==> src/sv/lbg_pkg.sv <==
// Shared types and constants for the LCD bar graph cell writer.
// No dependencies.
`default_nettype none

package lbg_pkg;

    localparam int MAX_COLS_DEF = 40;
    localparam int LEVEL_W      = 7;
    localparam int FS_W         = 15;
    localparam int VAL_W        = 16;
    localparam int CFG_W        = 6;
    localparam int CFG_IDX_W    = 2;
    localparam int STEP_W       = $clog2(LEVEL_W);

    localparam logic [CFG_IDX_W-1:0] CFG_NUM_COLS  = 2'd0;
    localparam logic [CFG_IDX_W-1:0] CFG_START_COL = 2'd1;
    localparam logic [CFG_IDX_W-1:0] CFG_START_ROW = 2'd2;

    localparam logic KIND_MOVE = 1'b0;
    localparam logic KIND_CHAR = 1'b1;

    localparam logic [1:0] CODE_FULL  = 2'd0;
    localparam logic [1:0] CODE_EMPTY = 2'd3;

    typedef enum logic [6:0] {
        ST_IDLE   = 7'b0000001,
        ST_MUL    = 7'b0000010,
        ST_DSTART = 7'b0000100,
        ST_DWAIT  = 7'b0001000,
        ST_MOVE   = 7'b0010000,
        ST_CHARS  = 7'b0100000,
        ST_SPARE  = 7'b1000000
    } state_t;

    typedef struct packed {
        logic busy;
        logic done;
    } div_stat_t;

endpackage

`default_nettype wire

==> src/sv/lbg_divider.sv <==
// Restoring divider, one quotient bit per cycle, for the bar level.
// Depends on lbg_pkg. Quotient must fit in LEVEL_W bits.
`default_nettype none

module lbg_divider #(
    parameter int NUM_W = 23
) (
    input  wire logic                       clk,
    input  wire logic                       rst_n,
    input  wire logic                       start,
    input  wire logic [NUM_W-1:0]           num,
    input  wire logic [lbg_pkg::FS_W-1:0]   den,
    output logic [lbg_pkg::LEVEL_W-1:0]     quot,
    output lbg_pkg::div_stat_t              stat
);

    logic [NUM_W-1:0]                 rem_reg, rem_next;
    logic [lbg_pkg::FS_W-1:0]         den_reg, den_next;
    logic [lbg_pkg::STEP_W-1:0]       k_reg, k_next;
    logic [lbg_pkg::LEVEL_W-1:0]      quot_reg, quot_next;
    logic                             busy_reg, busy_next;
    logic                             done_reg, done_next;
    logic [NUM_W-1:0]                 trial;
    logic                             fits;

    assign trial = NUM_W'(den_reg) << k_reg;
    assign fits  = rem_reg >= trial;

    always_comb
    begin
        rem_next  = rem_reg;
        den_next  = den_reg;
        k_next    = k_reg;
        quot_next = quot_reg;
        busy_next = busy_reg;
        done_next = 1'b0;
        if (start)
        begin
            rem_next  = num;
            den_next  = den;
            k_next    = lbg_pkg::STEP_W'(lbg_pkg::LEVEL_W - 1);
            quot_next = '0;
            busy_next = 1'b1;
        end
        else if (busy_reg)
        begin
            if (fits)
            begin
                rem_next         = rem_reg - trial;
                quot_next[k_reg] = 1'b1;
            end
            if (k_reg == '0)
            begin
                busy_next = 1'b0;
                done_next = 1'b1;
            end
            else
            begin
                k_next = k_reg - lbg_pkg::STEP_W'(1);
            end
        end
    end

    always_ff @(posedge clk or negedge rst_n)
    begin
        if (!rst_n)
        begin
            busy_reg <= 1'b0;
            done_reg <= 1'b0;
        end
        else
        begin
            busy_reg <= busy_next;
            done_reg <= done_next;
        end
    end

    always_ff @(posedge clk)
    begin
        rem_reg  <= rem_next;
        den_reg  <= den_next;
        k_reg    <= k_next;
        quot_reg <= quot_next;
    end

    assign quot      = quot_reg;
    assign stat.busy = busy_reg;
    assign stat.done = done_reg;

endmodule

`default_nettype wire

==> src/sv/lcd_bar_graph_cell_writer.sv <==
// Top level of the LCD bar graph cell writer: sequencer, cache, output words.
// Depends on lbg_pkg and lbg_divider.
//
// Usage:
//   Input channel (in_valid/in_stall) takes one word: level_value (signed)
//   and full_scale. The value is clamped to 0..full_scale and scaled to a
//   level q = value*cols*3/full_scale. If q matches the last drawn level,
//   no output word is produced. Otherwise the output channel
//   (out_valid/out_stall) carries one cursor move word and then one
//   character word per column, the last flagged by last_item.
//   Sequence: accept, a multiply state, divider start, seven divider steps
//   and a compare with the cached level; the output words then follow,
//   one word per cycle while not stalled.
//   in_stall is high from accept until the last word leaves, or until the
//   compare if the level is unchanged, so no new word is taken meanwhile.
//   A stalled output word holds until taken.
//   Reset: registers return to num_cols 16, start_col 0, start_row 0,
//   and the level cache is marked invalid.
//   Configuration: cfg_we/cfg_index/cfg_data, written while idle.
`default_nettype none

module lcd_bar_graph_cell_writer #(
    parameter int MAX_COLS = lbg_pkg::MAX_COLS_DEF
) (
    input  wire logic                           clk,
    input  wire logic                           rst_n,
    input  wire logic                           cfg_we,
    input  wire logic [lbg_pkg::CFG_IDX_W-1:0]  cfg_index,
    input  wire logic [lbg_pkg::CFG_W-1:0]      cfg_data,
    input  wire logic                           in_valid,
    output logic                                in_stall,
    input  wire logic [lbg_pkg::VAL_W-1:0]      level_value,
    input  wire logic [lbg_pkg::FS_W-1:0]       full_scale,
    output logic                                out_valid,
    input  wire logic                           out_stall,
    output logic                                item_kind,
    output logic [5:0]                          cursor_col,
    output logic [1:0]                          cursor_row,
    output logic [1:0]                          char_code,
    output logic                                last_item
);

    localparam int COL_W  = $clog2(MAX_COLS + 1);
    localparam int PROD_W = lbg_pkg::FS_W + COL_W + 2;
    localparam int NUM_W  = (PROD_W > lbg_pkg::FS_W + lbg_pkg::LEVEL_W) ?
                            PROD_W : lbg_pkg::FS_W + lbg_pkg::LEVEL_W;
    localparam int RES_W  = lbg_pkg::LEVEL_W + 1;

    lbg_pkg::state_t                 state_reg, state_next;
    logic [5:0]                      num_cols_reg;
    logic [5:0]                      start_col_reg;
    logic [1:0]                      start_row_reg;
    logic [lbg_pkg::LEVEL_W-1:0]     cached_level_reg, cached_level_next;
    logic                            cache_valid_reg, cache_valid_next;

    logic [COL_W-1:0]                cols_reg, cols_next;
    logic [5:0]                      col_pos_reg, col_pos_next;
    logic [1:0]                      row_pos_reg, row_pos_next;
    logic [lbg_pkg::FS_W-1:0]        fs_reg, fs_next;
    logic [lbg_pkg::FS_W-1:0]        v_reg, v_next;
    logic [NUM_W-1:0]                prod_reg, prod_next;
    logic signed [RES_W-1:0]         resid_reg, resid_next;
    logic [COL_W-1:0]                cnt_reg, cnt_next;

    logic [5:0]                      cols_sat;
    logic [COL_W+1:0]                cols3;
    logic [lbg_pkg::FS_W-1:0]        v_clamp;
    logic [lbg_pkg::LEVEL_W-1:0]     q;
    logic [lbg_pkg::LEVEL_W-1:0]     div_quot;
    lbg_pkg::div_stat_t              div_stat;
    logic                            div_start;
    logic                            in_take, out_take, is_last;

    // configuration
    always_ff @(posedge clk or negedge rst_n)
    begin
        if (!rst_n)
        begin
            num_cols_reg  <= 6'd16;
            start_col_reg <= 6'd0;
            start_row_reg <= 2'd0;
        end
        else if (cfg_we)
        begin
            unique case (cfg_index)
                lbg_pkg::CFG_NUM_COLS:  num_cols_reg  <= cfg_data;
                lbg_pkg::CFG_START_COL: start_col_reg <= cfg_data;
                lbg_pkg::CFG_START_ROW: start_row_reg <= cfg_data[1:0];
                default: ;
            endcase
        end
    end

    always_comb
    begin
        if (num_cols_reg == 6'd0)
            cols_sat = 6'd1;
        else if (num_cols_reg > 6'(MAX_COLS))
            cols_sat = 6'(MAX_COLS);
        else
            cols_sat = num_cols_reg;
    end

    always_comb
    begin
        if (level_value[lbg_pkg::VAL_W-1])
            v_clamp = '0;
        else if (level_value[lbg_pkg::FS_W-1:0] > full_scale)
            v_clamp = full_scale;
        else
            v_clamp = level_value[lbg_pkg::FS_W-1:0];
    end

    assign cols3 = (COL_W+2)'(cols_reg) + ((COL_W+2)'(cols_reg) << 1);
    assign q     = (fs_reg == '0) ? '0 : div_quot;

    assign in_stall  = (state_reg != lbg_pkg::ST_IDLE);
    assign out_valid = (state_reg == lbg_pkg::ST_MOVE) || (state_reg == lbg_pkg::ST_CHARS);
    assign in_take   = in_valid && !in_stall;
    assign out_take  = out_valid && !out_stall;
    assign is_last   = (cnt_reg == cols_reg - COL_W'(1));
    assign div_start = (state_reg == lbg_pkg::ST_DSTART);

    lbg_divider #(
        .NUM_W (NUM_W)
    ) u_div (
        .clk   (clk),
        .rst_n (rst_n),
        .start (div_start),
        .num   (prod_reg),
        .den   (fs_reg),
        .quot  (div_quot),
        .stat  (div_stat)
    );

    always_comb
    begin
        state_next        = state_reg;
        cached_level_next = cached_level_reg;
        cache_valid_next  = cache_valid_reg;
        cols_next         = cols_reg;
        col_pos_next      = col_pos_reg;
        row_pos_next      = row_pos_reg;
        fs_next           = fs_reg;
        v_next            = v_reg;
        prod_next         = prod_reg;
        resid_next        = resid_reg;
        cnt_next          = cnt_reg;
        unique case (state_reg)
            lbg_pkg::ST_IDLE:
            begin
                if (in_take)
                begin
                    cols_next    = COL_W'(cols_sat);
                    col_pos_next = start_col_reg;
                    row_pos_next = start_row_reg;
                    fs_next      = full_scale;
                    v_next       = v_clamp;
                    state_next   = lbg_pkg::ST_MUL;
                end
            end
            lbg_pkg::ST_MUL:
            begin
                prod_next  = NUM_W'(NUM_W'(v_reg) * NUM_W'(cols3));
                state_next = lbg_pkg::ST_DSTART;
            end
            lbg_pkg::ST_DSTART:
            begin
                state_next = lbg_pkg::ST_DWAIT;
            end
            lbg_pkg::ST_DWAIT:
            begin
                if (div_stat.done)
                begin
                    if (cache_valid_reg && cached_level_reg == q)
                    begin
                        state_next = lbg_pkg::ST_IDLE;
                    end
                    else
                    begin
                        cached_level_next = q;
                        cache_valid_next  = 1'b1;
                        resid_next        = $signed({1'b0, q});
                        cnt_next          = '0;
                        state_next        = lbg_pkg::ST_MOVE;
                    end
                end
            end
            lbg_pkg::ST_MOVE:
            begin
                if (out_take)
                    state_next = lbg_pkg::ST_CHARS;
            end
            lbg_pkg::ST_CHARS:
            begin
                if (out_take)
                begin
                    resid_next = resid_reg - RES_W'(3);
                    cnt_next   = cnt_reg + COL_W'(1);
                    if (is_last)
                        state_next = lbg_pkg::ST_IDLE;
                end
            end
            default:
            begin
                state_next = lbg_pkg::ST_IDLE;
            end
        endcase
    end

    always_ff @(posedge clk or negedge rst_n)
    begin
        if (!rst_n)
        begin
            state_reg        <= lbg_pkg::ST_IDLE;
            cached_level_reg <= '0;
            cache_valid_reg  <= 1'b0;
        end
        else
        begin
            state_reg        <= state_next;
            cached_level_reg <= cached_level_next;
            cache_valid_reg  <= cache_valid_next;
        end
    end

    always_ff @(posedge clk)
    begin
        cols_reg    <= cols_next;
        col_pos_reg <= col_pos_next;
        row_pos_reg <= row_pos_next;
        fs_reg      <= fs_next;
        v_reg       <= v_next;
        prod_reg    <= prod_next;
        resid_reg   <= resid_next;
        cnt_reg     <= cnt_next;
    end

    // output word
    always_comb
    begin
        if (state_reg == lbg_pkg::ST_CHARS)
        begin
            item_kind  = lbg_pkg::KIND_CHAR;
            cursor_col = '0;
            cursor_row = '0;
            last_item  = is_last;
            if (resid_reg >= RES_W'(3))
                char_code = lbg_pkg::CODE_FULL;
            else if (resid_reg > RES_W'(0))
                char_code = resid_reg[1:0];
            else
                char_code = lbg_pkg::CODE_EMPTY;
        end
        else
        begin
            item_kind  = lbg_pkg::KIND_MOVE;
            cursor_col = col_pos_reg;
            cursor_row = row_pos_reg;
            char_code  = '0;
            last_item  = 1'b0;
        end
    end

    a_idle_no_out: assert property (@(posedge clk) disable iff (!rst_n)
        !in_stall |-> !out_valid)
        else $error("output word while accepting input");

    a_last_to_idle: assert property (@(posedge clk) disable iff (!rst_n)
        out_take && last_item |=> !in_stall)
        else $error("not idle after last word");

    a_move_then_char: assert property (@(posedge clk) disable iff (!rst_n)
        out_take && item_kind == lbg_pkg::KIND_MOVE |=> out_valid && item_kind == lbg_pkg::KIND_CHAR)
        else $error("cursor move not followed by character");

    a_div_done_wait: assert property (@(posedge clk) disable iff (!rst_n)
        div_stat.done |-> state_reg == lbg_pkg::ST_DWAIT)
        else $error("divider finished outside wait state");

    a_div_busy_wait: assert property (@(posedge clk) disable iff (!rst_n)
        div_stat.busy |-> state_reg == lbg_pkg::ST_DWAIT)
        else $error("divider running outside wait state");

endmodule

`default_nettype wire

==> config.mk <==
export PLATFORM = sky130hd
export DESIGN_NAME = lcd_bar_graph_cell_writer
export DESIGN_NICKNAME = d
export VERILOG_FILES = /design/src/sv/lbg_pkg.sv /design/src/sv/lbg_divider.sv /design/src/sv/lcd_bar_graph_cell_writer.sv
export SDC_FILE = /design/constraint.sdc
export NUM_CORES = 1
export LEC_CHECK = 0
export ABC_AREA = 1
export BUFFER_PORTS_ARGS = -buffer_cell sky130_fd_sc_hd__buf_2
export CELL_PAD_IN_SITES_DETAIL_PLACEMENT = 0
export CELL_PAD_IN_SITES_GLOBAL_PLACEMENT = 2
export CORE_ASPECT_RATIO = 0.9
export CORE_MARGIN = 2
export CORE_UTILIZATION = 35
export CTS_BUF_LIST = sky130_fd_sc_hd__clkbuf_4 sky130_fd_sc_hd__clkbuf_8
export DETAILED_ROUTE_END_ITERATION = 8
export PLACE_DENSITY_LB_ADDON = 0.1
export SYNTH_ARGS = -nofsm -noshare
export SYNTH_HDL_FRONTEND = slang
export SYNTH_HIERARCHICAL = 1
export SYNTH_SLANG_ARGS = --single-unit
==> constraint.sdc <==
create_clock -name clk -period 5.4 [get_ports clk]
set_input_delay 0.81 -clock clk [delete_from_list [all_inputs] [get_ports clk]]
set_output_delay 0.81 -clock clk [all_outputs]
set_load 0.03 [all_outputs]
==> out/results.txt <==
Final worst slack: 0.00377 ns
Via density: 4.66
Post-Syn Nets: 1,911
Starting Density: 35.3%
Final Setup Violations: 0
CTS buffer count: 17
Dpl cells: 2,280
Status: finished, final reports clean
Critical path startpoint category: flop
Largest net degree at the start of global routing: 56
Finished Layout Cells: 2,324
Max Cap Viol: 0
Placed cell area: 0.0148 mm^2
Final instance area: 0.0161 mm^2
Reg2reg start: cols_reg[1]$_SDFFCE_PP0P_
CP max FO: 5
FP Rows: 68
Final antenna-violating net count: 0
IO Pins: 58
CTS tree: yes
RSZ-0062 raised after global routing: yes
CP endpoint kind: flop
Clock buffer depth: 2
FF-to-FF path depth: 22
Antenna violations before repair: 0
DRC: 0
Nets: 2,042
Number of clock sinks: 159
Final worst path period need: 5.40 ns
First drt pass iteration count: 5
Crit path arrival time: 5.66 ns
DRT iter0 DRCs: 578
Synth Area per Inst: 7.97 um^2
Die area: 0.0401 mm^2
Reg-to-Reg End: prod_reg[19]$_DFFE_PP_
Kind of critical path: flop to flop
R2r setup slk: 0.004 ns
Diodes inserted: 0
Max-slew violations: 0
Worst slew pin tran: 1.01 ns
Yosys warning count: 6
Clock root cell: clkbuf_8
RePlAce Congestion: 0.848
Die Height: 190 um
GRT overflow: 0
Vias in the first global route: 10.8k
Buffers on Ports: 57
Hold-fix buffers at CTS: 0
Cell count after synthesis: 1,690
DP Wirelength: 29,800 um
Worst-path clk slew: 0.10 ns
Via count: 10.8k
Total GRT Usage: 19.2%
Synth Cell Area: 0.0135 mm^2
Core area: 0.0381 mm^2
Data required, critical path: 5.67 ns
DRT Wirelength: 37,100 um
Hold Path Class: input port to async pin
First-pass GRT wire length: 59,400 um
Area growth syn-to-layout: 19.2%
Max Clock Freq: 185 MHz
Skew final: 0.0222 ns
Crit path launch: cols_reg[1]$_SDFFCE_PP0P_
Final hold violation count: 0
Final period utilization: 99.9%
Clk Latency, worst-skew pair: 0.50 ns
Max_slew headroom: 32.6%
Pre-CTS WS: -0.328 ns
Drt wl/cell: 15.9 um
Share of cells above drive strength 1: 19.2%
Die X: 211 um
H-tree depth: 4
-- worst max-delay path by stage --
stage                                         to  slack (ns)  cells after the start
after floorplan           prod_reg[19]$_DFFE_PP_       -0.05                     22
after global placement    prod_reg[20]$_DFFE_PP_       -0.16                     26
after detailed placement  prod_reg[19]$_DFFE_PP_       -0.33                     21
after CTS                 prod_reg[20]$_DFFE_PP_       -0.01                     26
after global routing      prod_reg[19]$_DFFE_PP_       -0.22                     26
final                     prod_reg[19]$_DFFE_PP_       0.004                     22
-- what timing repair did --
| action | 4_1_cts | 5_1_grt |
|---|---|---|
| gates cloned | 1 | 0 |
| pin swaps | 24 | 72 |
| setup buffers | 6 | 7 |
| gates resized for setup | 45 | 105 |
| endpoints found under the setup margin | 15 | 15 |
-- per-layer routing --
layer	vias to the layer above	routed length (um)	part of all wire [%]	global-route usage [%]
li1	5580	-	-	-
met1	5115	18600	50	27.6
met2	105	17300	47	31.0
met3	20	867	2.3	2.61
met4	0	308	0.83	3.66
met5	-	0	0	0
-- layout make-up --
cell class	count	area, um^2
multi-input combinational	1167	8150
tap	490	613
timing repair inverter	1	7.51
clock buffer	17	234
timing repair buffer	155	1080
fill	3937	22100
clock inverter	15	243
inverter	320	1200
sequential	159	4530
-- stage by stage --
step	utilization (%)	setup TNS, ns	hold WS [ns]
after CTS	40.9	-0.0202	0.361
after floorplan	-	-0.0691	0.425
after global placement	38.9	-1.73	0.433
after detailed placement	38.9	-3.04	0.432
final	42.1	0	0.374
after global routing	42.1	-1.84	0.403
-- worst max-delay path, cell delays in order (launching register included) --
cell and delay [ns]:
edfxtp_1 0.44, ha_2 0.23, fa_2 0.40, a21oi_2 0.14, nor2_2 0.07, nor2_4 0.16, o21bai_2 0.14, buf_4 0.18
nand2_1 0.05, inv_1 0.06, fa_1 0.53, inv_1 0.06, fa_1 0.53, fa_1 0.45, fa_1 0.54, inv_1 0.06
ha_4 0.28, a21oi_4 0.15, a21boi_2 0.21, o21ai_1 0.10, a31oi_1 0.18, nand2_2 0.07, xor2_1 0.16
-- placed cells by master (no fill, tap or decap), types with 6 or more instances in the layout --
| master | n |
|---|---|
| xnor2_1 | 17 |
| a21oi_4 | 8 |
| buf_4 | 89 |
| fa_1 | 79 |
| buf_6 | 6 |
| ha_4 | 12 |
| a21oi_1 | 63 |
| dfrtp_1 | 28 |
| nor2_2 | 18 |
| edfxtp_1 | 119 |
| dfxtp_1 | 10 |
| nand3_1 | 69 |
| nor2_4 | 16 |
| nand2_4 | 9 |
| a31oi_1 | 7 |
| buf_2 | 57 |
| inv_1 | 301 |
| xor2_1 | 18 |
| nand4_1 | 20 |
| inv_6 | 7 |
| a21oi_2 | 16 |
| inv_2 | 18 |
| o21ai_1 | 17 |
| nand2_1 | 414 |
| nor2_1 | 141 |
| or2_1 | 7 |
| nand3_2 | 11 |
| clkbuf_8 | 17 |
| ha_1 | 82 |
| o21ai_0 | 57 |
| nand2_2 | 20 |
Power is not shown: default switching activity piles up to over one toggle a cycle in this logic, so the estimate is an artifact.
